===== config.mk =====
export PLATFORM = sky130hd
export DESIGN_NAME = c_escape_sequence_decoder_core
export DESIGN_NICKNAME = d
export VERILOG_FILES = /design/src/rtl/core/cesd_pkg.sv /design/src/rtl/core/cesd_front.sv /design/src/rtl/core/cesd_queue.sv /design/src/rtl/core/cesd_back.sv /design/src/rtl/core/c_escape_sequence_decoder_core.sv
export SDC_FILE = /design/constraint.sdc
export NUM_CORES = 1
export LEC_CHECK = 0
export BUFFER_PORTS_ARGS = -buffer_cell sky130_fd_sc_hd__buf_2
export CAP_MARGIN = 20
export CORE_ASPECT_RATIO = 1.2
export CORE_UTILIZATION = 50
export DETAILED_ROUTE_END_ITERATION = 10
export PLACE_DENSITY = 0.72
export SYNTH_ARGS = -nofsm -noshare
export SYNTH_HDL_FRONTEND = slang
export SYNTH_SLANG_ARGS = --single-unit

===== constraint.sdc =====
create_clock -name aclk -period 9.3 [get_ports aclk]
set_input_delay 0.465 -clock aclk [delete_from_list [all_inputs] [get_ports aclk]]
set_output_delay 0.465 -clock aclk [all_outputs]
set_load 0.02 [all_outputs]

===== src/rtl/core/cesd_pkg.sv =====
// Shared types and constants for the C escape sequence decoder.
// Used by the front decoder, the group queue, the back serializer and the top level.
package cesd_pkg;

    // Results that one input byte can cause at most
    localparam int MAX_RESULTS = 5;
    localparam int RES_CNT_W   = 3;

    // Bit positions inside the result tuser byte
    localparam int USER_VALID_BIT = 0;
    localparam int USER_EOS_BIT   = 1;
    localparam int USER_OVF_BIT   = 2;
    localparam int USER_W         = 8;

    // Group of results caused by one input transaction
    typedef struct packed {
        logic [RES_CNT_W-1:0]             cnt;
        logic [MAX_RESULTS-1:0][7:0]      data;
        logic [MAX_RESULTS-1:0]           vld;
        logic [MAX_RESULTS-1:0]           ovf;
        logic                             eos;
    } group_t;

    // Queue status seen by the front and back
    typedef struct packed {
        logic full;
        logic empty;
    } q_status_t;

endpackage


===== src/rtl/core/cesd_front.sv =====
// Front decoder: accepts escaped bytes, tracks the pending escape and builds result groups.
// Depends on cesd_pkg for group_t and q_status_t.
module cesd_front
    import cesd_pkg::*;
(
    input  logic       aclk,
    input  logic       aresetn,
    input  logic       s_tvalid,
    output logic       s_tready,
    input  logic [7:0] s_tdata,   // in_byte
    input  logic       s_tlast,   // last_in
    input  q_status_t  q_status,
    output logic       push,
    output group_t     push_group
);

    localparam logic [2:0] MODE_NORMAL = 3'd0;
    localparam logic [2:0] MODE_ESC    = 3'd1;
    localparam logic [2:0] MODE_OCT    = 3'd2;
    localparam logic [2:0] MODE_HEX    = 3'd3;
    localparam logic [2:0] MODE_UNI    = 3'd4;

    logic [2:0]       mode_reg, mode_next;
    logic [2:0]       cnt_reg, cnt_next;
    logic [15:0]      acc_reg, acc_next;
    logic [2:0][7:0]  buf_reg, buf_next;
    logic [4:0]       hex_res;
    logic             do_plain;
    logic             accept;
    group_t           res;

    // Append one result to a group
    function automatic group_t emit(group_t r, logic [7:0] b, logic v, logic o);
        group_t g;
        g = r;
        if (g.cnt < RES_CNT_W'(MAX_RESULTS)) begin
            g.data[g.cnt] = b;
            g.vld[g.cnt]  = v;
            g.ovf[g.cnt]  = o;
            g.cnt         = g.cnt + 1'b1;
        end
        return g;
    endfunction

    // Hex digit check: bit 4 flags a digit, low nibble is its value
    function automatic logic [4:0] hex_val(logic [7:0] c);
        logic [4:0] h;
        h = 5'b0;
        if (c >= 8'h30 && c <= 8'h39) begin
            h = {1'b1, c[3:0]};
        end else if ((c >= 8'h61 && c <= 8'h66) || (c >= 8'h41 && c <= 8'h46)) begin
            h = {1'b1, c[3:0] + 4'd9};
        end
        return h;
    endfunction

    // Encode a 16-bit code point as one to three UTF-8 bytes
    function automatic group_t emit_utf8(group_t r, logic [15:0] code);
        group_t g;
        g = r;
        if (code < 16'h0080) begin
            g = emit(g, code[7:0], 1'b1, 1'b0);
        end else if (code < 16'h0800) begin
            g = emit(g, 8'hc0 | {3'b0, code[10:6]}, 1'b1, 1'b0);
            g = emit(g, 8'h80 | {2'b0, code[5:0]}, 1'b1, 1'b0);
        end else begin
            g = emit(g, 8'he0 | {4'b0, code[15:12]}, 1'b1, 1'b0);
            g = emit(g, 8'h80 | {2'b0, code[11:6]}, 1'b1, 1'b0);
            g = emit(g, 8'h80 | {2'b0, code[5:0]}, 1'b1, 1'b0);
        end
        return g;
    endfunction

    // Emit what a pending escape stands for
    function automatic group_t finish(group_t r, logic [2:0] mode, logic [2:0] cnt,
                                      logic [15:0] acc, logic [2:0][7:0] digits);
        group_t g;
        g = r;
        case (mode)
            MODE_OCT: begin
                if (cnt == 3'd0)          g = emit(g, 8'h30, 1'b1, 1'b0);
                else if (acc > 16'd255)   g = emit(g, 8'h00, 1'b0, 1'b1);
                else                      g = emit(g, acc[7:0], 1'b1, 1'b0);
            end
            MODE_HEX: begin
                if (cnt == 3'd0) g = emit(g, 8'h78, 1'b1, 1'b0);
                else             g = emit(g, acc[7:0], 1'b1, 1'b0);
            end
            MODE_UNI: begin
                g = emit(g, 8'h75, 1'b1, 1'b0);
                for (int k = 0; k < 3; k++) begin
                    if (3'(k) < cnt) g = emit(g, digits[k], 1'b1, 1'b0);
                end
            end
            default: begin
                g = r;
            end
        endcase
        return g;
    endfunction

    assign s_tready = !q_status.full;
    assign accept   = s_tvalid && s_tready;

    // Decode one byte against the pending escape
    always_comb begin
        res       = '0;
        mode_next = mode_reg;
        cnt_next  = cnt_reg;
        acc_next  = acc_reg;
        buf_next  = buf_reg;
        do_plain  = 1'b0;
        hex_res   = hex_val(s_tdata);
        case (mode_reg)
            MODE_ESC: begin
                mode_next = MODE_NORMAL;
                cnt_next  = 3'd0;
                acc_next  = 16'd0;
                case (s_tdata)
                    8'h30:   mode_next = MODE_OCT;
                    8'h78:   mode_next = MODE_HEX;
                    8'h75:   mode_next = MODE_UNI;
                    8'h61:   res = emit(res, 8'h07, 1'b1, 1'b0);
                    8'h62:   res = emit(res, 8'h08, 1'b1, 1'b0);
                    8'h66:   res = emit(res, 8'h0c, 1'b1, 1'b0);
                    8'h6e:   res = emit(res, 8'h0a, 1'b1, 1'b0);
                    8'h72:   res = emit(res, 8'h0d, 1'b1, 1'b0);
                    8'h74:   res = emit(res, 8'h09, 1'b1, 1'b0);
                    8'h76:   res = emit(res, 8'h0b, 1'b1, 1'b0);
                    default: res = emit(res, s_tdata, 1'b1, 1'b0);
                endcase
            end
            MODE_OCT: begin
                if (s_tdata >= 8'h30 && s_tdata <= 8'h37) begin
                    acc_next = {acc_reg[12:0], s_tdata[2:0]};
                    cnt_next = cnt_reg + 1'b1;
                    if (cnt_next >= 3'd3) begin
                        res       = finish(res, MODE_OCT, cnt_next, acc_next, buf_next);
                        mode_next = MODE_NORMAL;
                        cnt_next  = 3'd0;
                        acc_next  = 16'd0;
                    end
                end else begin
                    res       = finish(res, mode_reg, cnt_reg, acc_reg, buf_reg);
                    mode_next = MODE_NORMAL;
                    cnt_next  = 3'd0;
                    acc_next  = 16'd0;
                    do_plain  = 1'b1;
                end
            end
            MODE_HEX: begin
                if (hex_res[4]) begin
                    acc_next = {acc_reg[11:0], hex_res[3:0]};
                    cnt_next = cnt_reg + 1'b1;
                    if (cnt_next >= 3'd2) begin
                        res       = finish(res, MODE_HEX, cnt_next, acc_next, buf_next);
                        mode_next = MODE_NORMAL;
                        cnt_next  = 3'd0;
                        acc_next  = 16'd0;
                    end
                end else begin
                    res       = finish(res, mode_reg, cnt_reg, acc_reg, buf_reg);
                    mode_next = MODE_NORMAL;
                    cnt_next  = 3'd0;
                    acc_next  = 16'd0;
                    do_plain  = 1'b1;
                end
            end
            MODE_UNI: begin
                if (hex_res[4]) begin
                    if (cnt_reg < 3'd3) buf_next[cnt_reg[1:0]] = s_tdata;
                    acc_next = {acc_reg[11:0], hex_res[3:0]};
                    cnt_next = cnt_reg + 1'b1;
                    if (cnt_next >= 3'd4) begin
                        res       = emit_utf8(res, acc_next);
                        mode_next = MODE_NORMAL;
                        cnt_next  = 3'd0;
                        acc_next  = 16'd0;
                    end
                end else begin
                    res       = finish(res, mode_reg, cnt_reg, acc_reg, buf_reg);
                    mode_next = MODE_NORMAL;
                    cnt_next  = 3'd0;
                    acc_next  = 16'd0;
                    do_plain  = 1'b1;
                end
            end
            default: begin
                mode_next = MODE_NORMAL;
                cnt_next  = 3'd0;
                acc_next  = 16'd0;
                do_plain  = 1'b1;
            end
        endcase

        // Handle an ordinary byte: backslash opens an escape
        if (do_plain) begin
            if (s_tdata == 8'h5c) mode_next = MODE_ESC;
            else                  res = emit(res, s_tdata, 1'b1, 1'b0);
        end

        // Flush at end of string, with a bare end marker if nothing came out
        if (s_tlast) begin
            res       = finish(res, mode_next, cnt_next, acc_next, buf_next);
            mode_next = MODE_NORMAL;
            cnt_next  = 3'd0;
            acc_next  = 16'd0;
            if (res.cnt == '0) res = emit(res, 8'h00, 1'b0, 1'b0);
            res.eos = 1'b1;
        end
    end

    assign push       = accept && (res.cnt != '0);
    assign push_group = res;

    // Advance decode state on each accepted transaction
    always_ff @(posedge aclk) begin
        if (!aresetn) begin
            mode_reg <= MODE_NORMAL;
            cnt_reg  <= 3'd0;
            acc_reg  <= 16'd0;
        end else if (accept) begin
            mode_reg <= mode_next;
            cnt_reg  <= cnt_next;
            acc_reg  <= acc_next;
        end
    end

    // Digit buffer holds payload only
    always_ff @(posedge aclk) begin
        if (accept) begin
            buf_reg <= buf_next;
        end
    end

endmodule


===== src/rtl/core/cesd_queue.sv =====
// Short queue of result groups between the front decoder and the back serializer.
// Depends on cesd_pkg for group_t and q_status_t.
module cesd_queue
    import cesd_pkg::*;
#(
    parameter int DEPTH = 4
) (
    input  logic      aclk,
    input  logic      aresetn,
    input  logic      push,
    input  group_t    push_group,
    input  logic      pop,
    output group_t    head_group,
    output q_status_t q_status
);

    localparam int PTR_W = (DEPTH > 1) ? $clog2(DEPTH) : 1;
    localparam int CNT_W = $clog2(DEPTH + 1);

    group_t              slots_reg [DEPTH];
    logic [PTR_W-1:0]    wptr_reg, rptr_reg;
    logic [CNT_W-1:0]    count_reg;
    logic                do_push, do_pop;

    assign q_status.full  = (count_reg == CNT_W'(DEPTH));
    assign q_status.empty = (count_reg == '0);
    assign do_push        = push && !q_status.full;
    assign do_pop         = pop && !q_status.empty;
    assign head_group     = slots_reg[rptr_reg];

    // Store pushed groups
    always_ff @(posedge aclk) begin
        if (do_push) begin
            slots_reg[wptr_reg] <= push_group;
        end
    end

    // Advance pointers and occupancy
    always_ff @(posedge aclk) begin
        if (!aresetn) begin
            wptr_reg  <= '0;
            rptr_reg  <= '0;
            count_reg <= '0;
        end else begin
            if (do_push) begin
                wptr_reg <= (wptr_reg == PTR_W'(DEPTH - 1)) ? '0 : wptr_reg + 1'b1;
            end
            if (do_pop) begin
                rptr_reg <= (rptr_reg == PTR_W'(DEPTH - 1)) ? '0 : rptr_reg + 1'b1;
            end
            if (do_push && !do_pop) begin
                count_reg <= count_reg + 1'b1;
            end else if (do_pop && !do_push) begin
                count_reg <= count_reg - 1'b1;
            end
        end
    end

endmodule


===== src/rtl/core/cesd_back.sv =====
// Back serializer: takes one result group at a time and drives one result per transaction.
// Depends on cesd_pkg for group_t, q_status_t and the tuser bit positions.
module cesd_back
    import cesd_pkg::*;
(
    input  logic              aclk,
    input  logic              aresetn,
    input  group_t            head_group,
    input  q_status_t         q_status,
    output logic              pop,
    output logic              m_tvalid,
    input  logic              m_tready,
    output logic [7:0]        m_tdata,   // out_byte
    output logic [USER_W-1:0] m_tuser,   // out_valid, end_of_string, octal_overflow, zero fill
    output logic              m_tlast    // last_of_run
);

    group_t               hold_reg;
    logic                 hvalid_reg;
    logic [RES_CNT_W-1:0] idx_reg;
    logic                 final_res;
    logic                 m_accept;
    logic                 load;

    assign final_res = (idx_reg == hold_reg.cnt - 1'b1);
    assign m_accept  = hvalid_reg && m_tready;
    assign load      = !hvalid_reg || (m_accept && final_res);
    assign pop       = load && !q_status.empty;

    // Drive the current result from the held group
    always_comb begin
        m_tuser                 = '0;
        m_tvalid                = hvalid_reg;
        m_tdata                 = hold_reg.data[idx_reg];
        m_tlast                 = final_res;
        m_tuser[USER_VALID_BIT] = hold_reg.vld[idx_reg];
        m_tuser[USER_EOS_BIT]   = hold_reg.eos && final_res;
        m_tuser[USER_OVF_BIT]   = hold_reg.ovf[idx_reg];
    end

    // Step through the group, then load the next one
    always_ff @(posedge aclk) begin
        if (!aresetn) begin
            hvalid_reg <= 1'b0;
            idx_reg    <= '0;
        end else begin
            if (m_accept && !final_res) begin
                idx_reg <= idx_reg + 1'b1;
            end else if (load) begin
                hvalid_reg <= !q_status.empty;
                idx_reg    <= '0;
            end
        end
    end

    // Hold group payload
    always_ff @(posedge aclk) begin
        if (pop) begin
            hold_reg <= head_group;
        end
    end

endmodule


===== src/rtl/core/c_escape_sequence_decoder_core.sv =====
// Top level of the C escape sequence decoder.
// Depends on cesd_pkg, cesd_front, cesd_queue and cesd_back.
//
// Usage:
//   Input channel s_*: one raw byte of an escaped string per transaction, s_tlast on the
//   final byte of the string. Output channel m_*: one decoded result per transaction;
//   m_tuser carries out_valid, end_of_string and octal_overflow, m_tlast marks the last
//   result caused by one input byte.
//   A byte that causes results is decoded into the group queue, then loaded into the
//   serializer hold register, from which its first result is shown on m_*.
//   Throughput: one input byte per cycle while the group queue has room; the output
//   side moves one result per cycle while m_tready is high and a group is held, so a byte
//   that causes N results (1 to 5) holds the output for N transfers and the queue absorbs
//   the difference. Bytes that only open or extend an escape cause no result.
//   Reset (aresetn low, synchronous) returns the decoder to normal mode and empties
//   the queue and the serializer; the digit buffer keeps stale payload.
//   When the receiver stalls, the held result stays on m_* and input continues to be
//   taken until QUEUE_DEPTH groups wait; s_tready then drops.
module c_escape_sequence_decoder_core
    import cesd_pkg::*;
#(
    parameter int QUEUE_DEPTH = 4
) (
    input  logic              aclk,
    input  logic              aresetn,
    input  logic              s_tvalid,
    output logic              s_tready,
    input  logic [7:0]        s_tdata,   // in_byte
    input  logic              s_tlast,   // last_in
    output logic              m_tvalid,
    input  logic              m_tready,
    output logic [7:0]        m_tdata,   // out_byte
    output logic [USER_W-1:0] m_tuser,   // out_valid, end_of_string, octal_overflow, zero fill
    output logic              m_tlast    // last_of_run
);

    q_status_t q_status;
    group_t    push_group;
    group_t    head_group;
    logic      push;
    logic      pop;

    cesd_front u_front (
        .aclk       (aclk),
        .aresetn    (aresetn),
        .s_tvalid   (s_tvalid),
        .s_tready   (s_tready),
        .s_tdata    (s_tdata),
        .s_tlast    (s_tlast),
        .q_status   (q_status),
        .push       (push),
        .push_group (push_group)
    );

    cesd_queue #(
        .DEPTH (QUEUE_DEPTH)
    ) u_queue (
        .aclk       (aclk),
        .aresetn    (aresetn),
        .push       (push),
        .push_group (push_group),
        .pop        (pop),
        .head_group (head_group),
        .q_status   (q_status)
    );

    cesd_back u_back (
        .aclk       (aclk),
        .aresetn    (aresetn),
        .head_group (head_group),
        .q_status   (q_status),
        .pop        (pop),
        .m_tvalid   (m_tvalid),
        .m_tready   (m_tready),
        .m_tdata    (m_tdata),
        .m_tuser    (m_tuser),
        .m_tlast    (m_tlast)
    );

    // Never push a group into a full queue
    assert property (@(posedge aclk) disable iff (!aresetn) !(push && q_status.full))
        else $error("group pushed into full queue");

    // End of string only on the last result of a run
    assert property (@(posedge aclk) disable iff (!aresetn)
        m_tvalid && m_tuser[USER_EOS_BIT] |-> m_tlast)
        else $error("end of string without last of run");

    // A result without a byte carries zero data
    assert property (@(posedge aclk) disable iff (!aresetn)
        m_tvalid && !m_tuser[USER_VALID_BIT] |-> m_tdata == 8'h00)
        else $error("non-byte result with nonzero data");

    // Overflow suppresses the byte
    assert property (@(posedge aclk) disable iff (!aresetn)
        m_tvalid && m_tuser[USER_OVF_BIT] |-> !m_tuser[USER_VALID_BIT])
        else $error("octal overflow result marked valid");

endmodule


==> qor.yml <==
route:
  wire_per_inst_um: 27.4
  viasPerCell: 6.46
  wirelength_mm: 50.6
  antenna_left: 0
  firstDrtPassIters: 5
  vias: 11900
  drc_errors: 0
  first_iter_violations: 1142
finish:
  antenna_cells: 0
  drive_gt1_frac: 0.173
  final_common_cell: "edfxtp_1"
  layout.nets: 1419
  final_cell_mix: "294 x edfxtp_1, 130 x nand2_1, 92 x a21oi_1"
  largest_register_ff_count: 216
  final-instance-count-excl-fill: 1844
  area_delta_synth_final_pct: 11.2
logic_synthesis:
  synth_edf_count: 294
  synthCells: 1341
  synthAdderAreaFrac: 0.0207
  synth-simple-area-share: 0.125
  synth.distinct_cells: 97
  ys_ff_latch: 327
  synth_ff_type: "edfxtp_1"
  synth-xor-area-share: 0.00683
  synth_top_family_by_area: "compound AO/OA/AOI/OAI gates"
  syn_area_sq_mm: 0.0167
  synth-async-reset-ratio: 0
  yosysWarnings: 0
  synth-seq-area-share: 0.569
  synth_compound_area_frac: 0.147
  syn_avg_cell_area_sq_um: 12.4
  synth_mux_area_frac: 0.0980
power_and_ir_drop:
  finalPower_mw: 4.09
  p_leak_nw: 6.23
  peakVddDrop_mv: 0.146
  power_density_mw_per_mm2: 221
grt:
  grt_pass1_wl_mm: 76.0
  grt_max_degree: 57
  grt_pass1_vias: 12000
  grt_overflow_total: 0
  antenna_found_initial: 1
  grt_use_total: 0.302
sta:
  max_freq_ghz: 0.119
  fin_crit_ns: 8.42
  slew_viol_final: 0
  max_slew_margin: 0.239
  tightest_slew_ns: 1.13
  skew_ns: 0.0205
  finalSetupViolCount: 0
  tns_ns: 0
  finalCritPeriodShare: 0.906
  grt_setup_unrepaired: "false"
  hold_viol: 0
placed_design:
  place.gp.congestion: 1.02
  numPortBuffers: 26
  hpwlAfterDp_mm: 35.3
  dpl.cell_count: 1790
critical_path:
  crit_type: "reg -> reg"
  cp_slowest_cell: "dfxtp_1"
  critPathRequiredTime_ns: 9.78
  slowest_delay_ns: 0.60
  worst_setup_path_start_kind: "flip-flop"
  cp-end-kind: "flip-flop"
  worstPathMaxFanout: 10
  critPathArrivalTime_ns: 8.91
  cpMostUsedCell: "ha_1"
run_status:
  outcome: "finished clean"
cts:
  cts-buffers-inserted: 30
  clock_sinks: 327
  cts_setup_buffers: 0
  htreeDepth: 1
  ctsHoldBuffers: 0
  cts_root_buf: "clkbuf_16"
  clk_path_buf_depth: 3
  insertion_delay_ns: 0.56
  ctsResizeCount: 0
  tritoncts: "done"
  clk_pin_slew_ns: 0.07
die:
  start_util: 0.513
  dieHeight_um: 202
  io_pins: 32
  row_count: 72
  die-area_sq_mm: 0.0341
  core_sq_mm: 0.0325
  die_w_um: 169
run:
  drv_cap: 0
hold_path:
  hold_path.class: "in -> reg"
[stage by stage]
stage | setup slack, ns | hold slack [ns] | cell area, sq um | utilization
floorplan | 0.893 | 0.468 | 16700 | -
global placement | 0.841 | 0.482 | 17500 | 0.538
detailed placement | 0.613 | 0.493 | 17500 | 0.538
CTS | 0.974 | 0.312 | 18500 | 0.570
global route | 0.495 | 0.335 | 18500 | 0.570
finish | 0.877 | 0.342 | 18500 | 0.570
[final cells by class]
| type | count | area [sq um] |
|---|---|---|
| fillers | 2591 | 14000 |
| flip-flops and latches | 327 | 9490 |
| multi-input cells | 902 | 6750 |
| clock buffers | 40 | 850 |
| well taps | 444 | 556 |
| repair buffers | 72 | 536 |
| inverters | 46 | 178 |
| clock inverters | 13 | 175 |
[Yosys cell counts, types with 6 or more instances]
cell type / count / area, sq um
a211oi_1: 11 / 82.6
a21o_1: 6 / 45.0
a21oi_1: 93 / 465
a221oi_1: 6 / 52.6
a222oi_1: 8 / 80.1
a22oi_1: 30 / 225
a31oi_1: 15 / 93.8
and2_1: 31 / 194
and3_1: 14 / 87.6
buf_1: 10 / 37.5
buf_2: 9 / 45.0
buf_4: 7 / 52.6
clkbuf_1: 59 / 221
dfxtp_1: 33 / 661
edfxtp_1: 294 / 8830
ha_1: 26 / 325
inv_1: 44 / 165
mux2_2: 10 / 113
mux2i_1: 8 / 80.1
mux4_2: 64 / 1440
nand2_1: 130 / 488
nand2b_1: 17 / 106
nand3_1: 24 / 120
nand4_1: 9 / 56.3
nor2_1: 70 / 263
nor2b_1: 14 / 87.6
nor3_1: 24 / 120
nor4_1: 10 / 62.6
o211ai_1: 11 / 82.6
o21a_1: 7 / 52.6
o21ai_0: 90 / 450
o22ai_1: 13 / 81.3
o311ai_0: 8 / 70.1
or3_1: 7 / 43.8
xnor2_1: 9 / 78.8
[final timing paths]
check | to | cells after the start | slack, ns | from
worst max-delay path | u_queue.count_reg[2] | 31 | 0.88 | u_front.cnt_reg[1]
worst min-delay path | u_back.idx_reg[1] | 3 | 0.34 | m_tready
worst max register to register | u_queue.count_reg[2] | 31 | 0.88 | u_front.cnt_reg[1]
worst min register to register | u_queue.wptr_reg[1] | 2 | 0.50 | u_queue.wptr_reg[1]
[routing by layer]
| layer | vias up | wire (um) | track usage |
|---|---|---|---|
| met5 | - | 0 | 0 |
| met4 | 0 | 3930 | 0.213 |
| met3 | 194 | 3300 | 0.0399 |
| met2 | 597 | 24400 | 0.504 |
| met1 | 5868 | 19000 | 0.364 |
| li1 | 5248 | - | - |
[where the power goes]
group	internal (mW)	switching [mW]	leakage (nW)	total, mW
clock	0.751	0.528	0.502	1.28
combinational	0.350	0.463	2.76	0.813
sequential	1.90	0.0956	2.97	2.00
[critical path: cells and delay by family, from the launching register on]
family          cells  cell delay (ns)
buf+inv             2             0.21
flops               1             0.60
simple gates       10             2.30
fa+ha+maj           7             2.32
xor+xnor            1             0.18
compound gates     11             2.71
[kinds of logic (layout without fill, tap and decap cells)]
family | after synthesis | after routing
AND/OR/NAND/NOR | 396 | 396
AO/OA/AOI/OAI | 363 | 363
flip-flops | 327 | 327
buffers and inverters | 132 | 171
multiplexers | 82 | 82
adder cells (fa/ha/maj) | 27 | 27
XOR/XNOR | 13 | 13
other | 1 | 21
(Power assumes the default switching activity.)
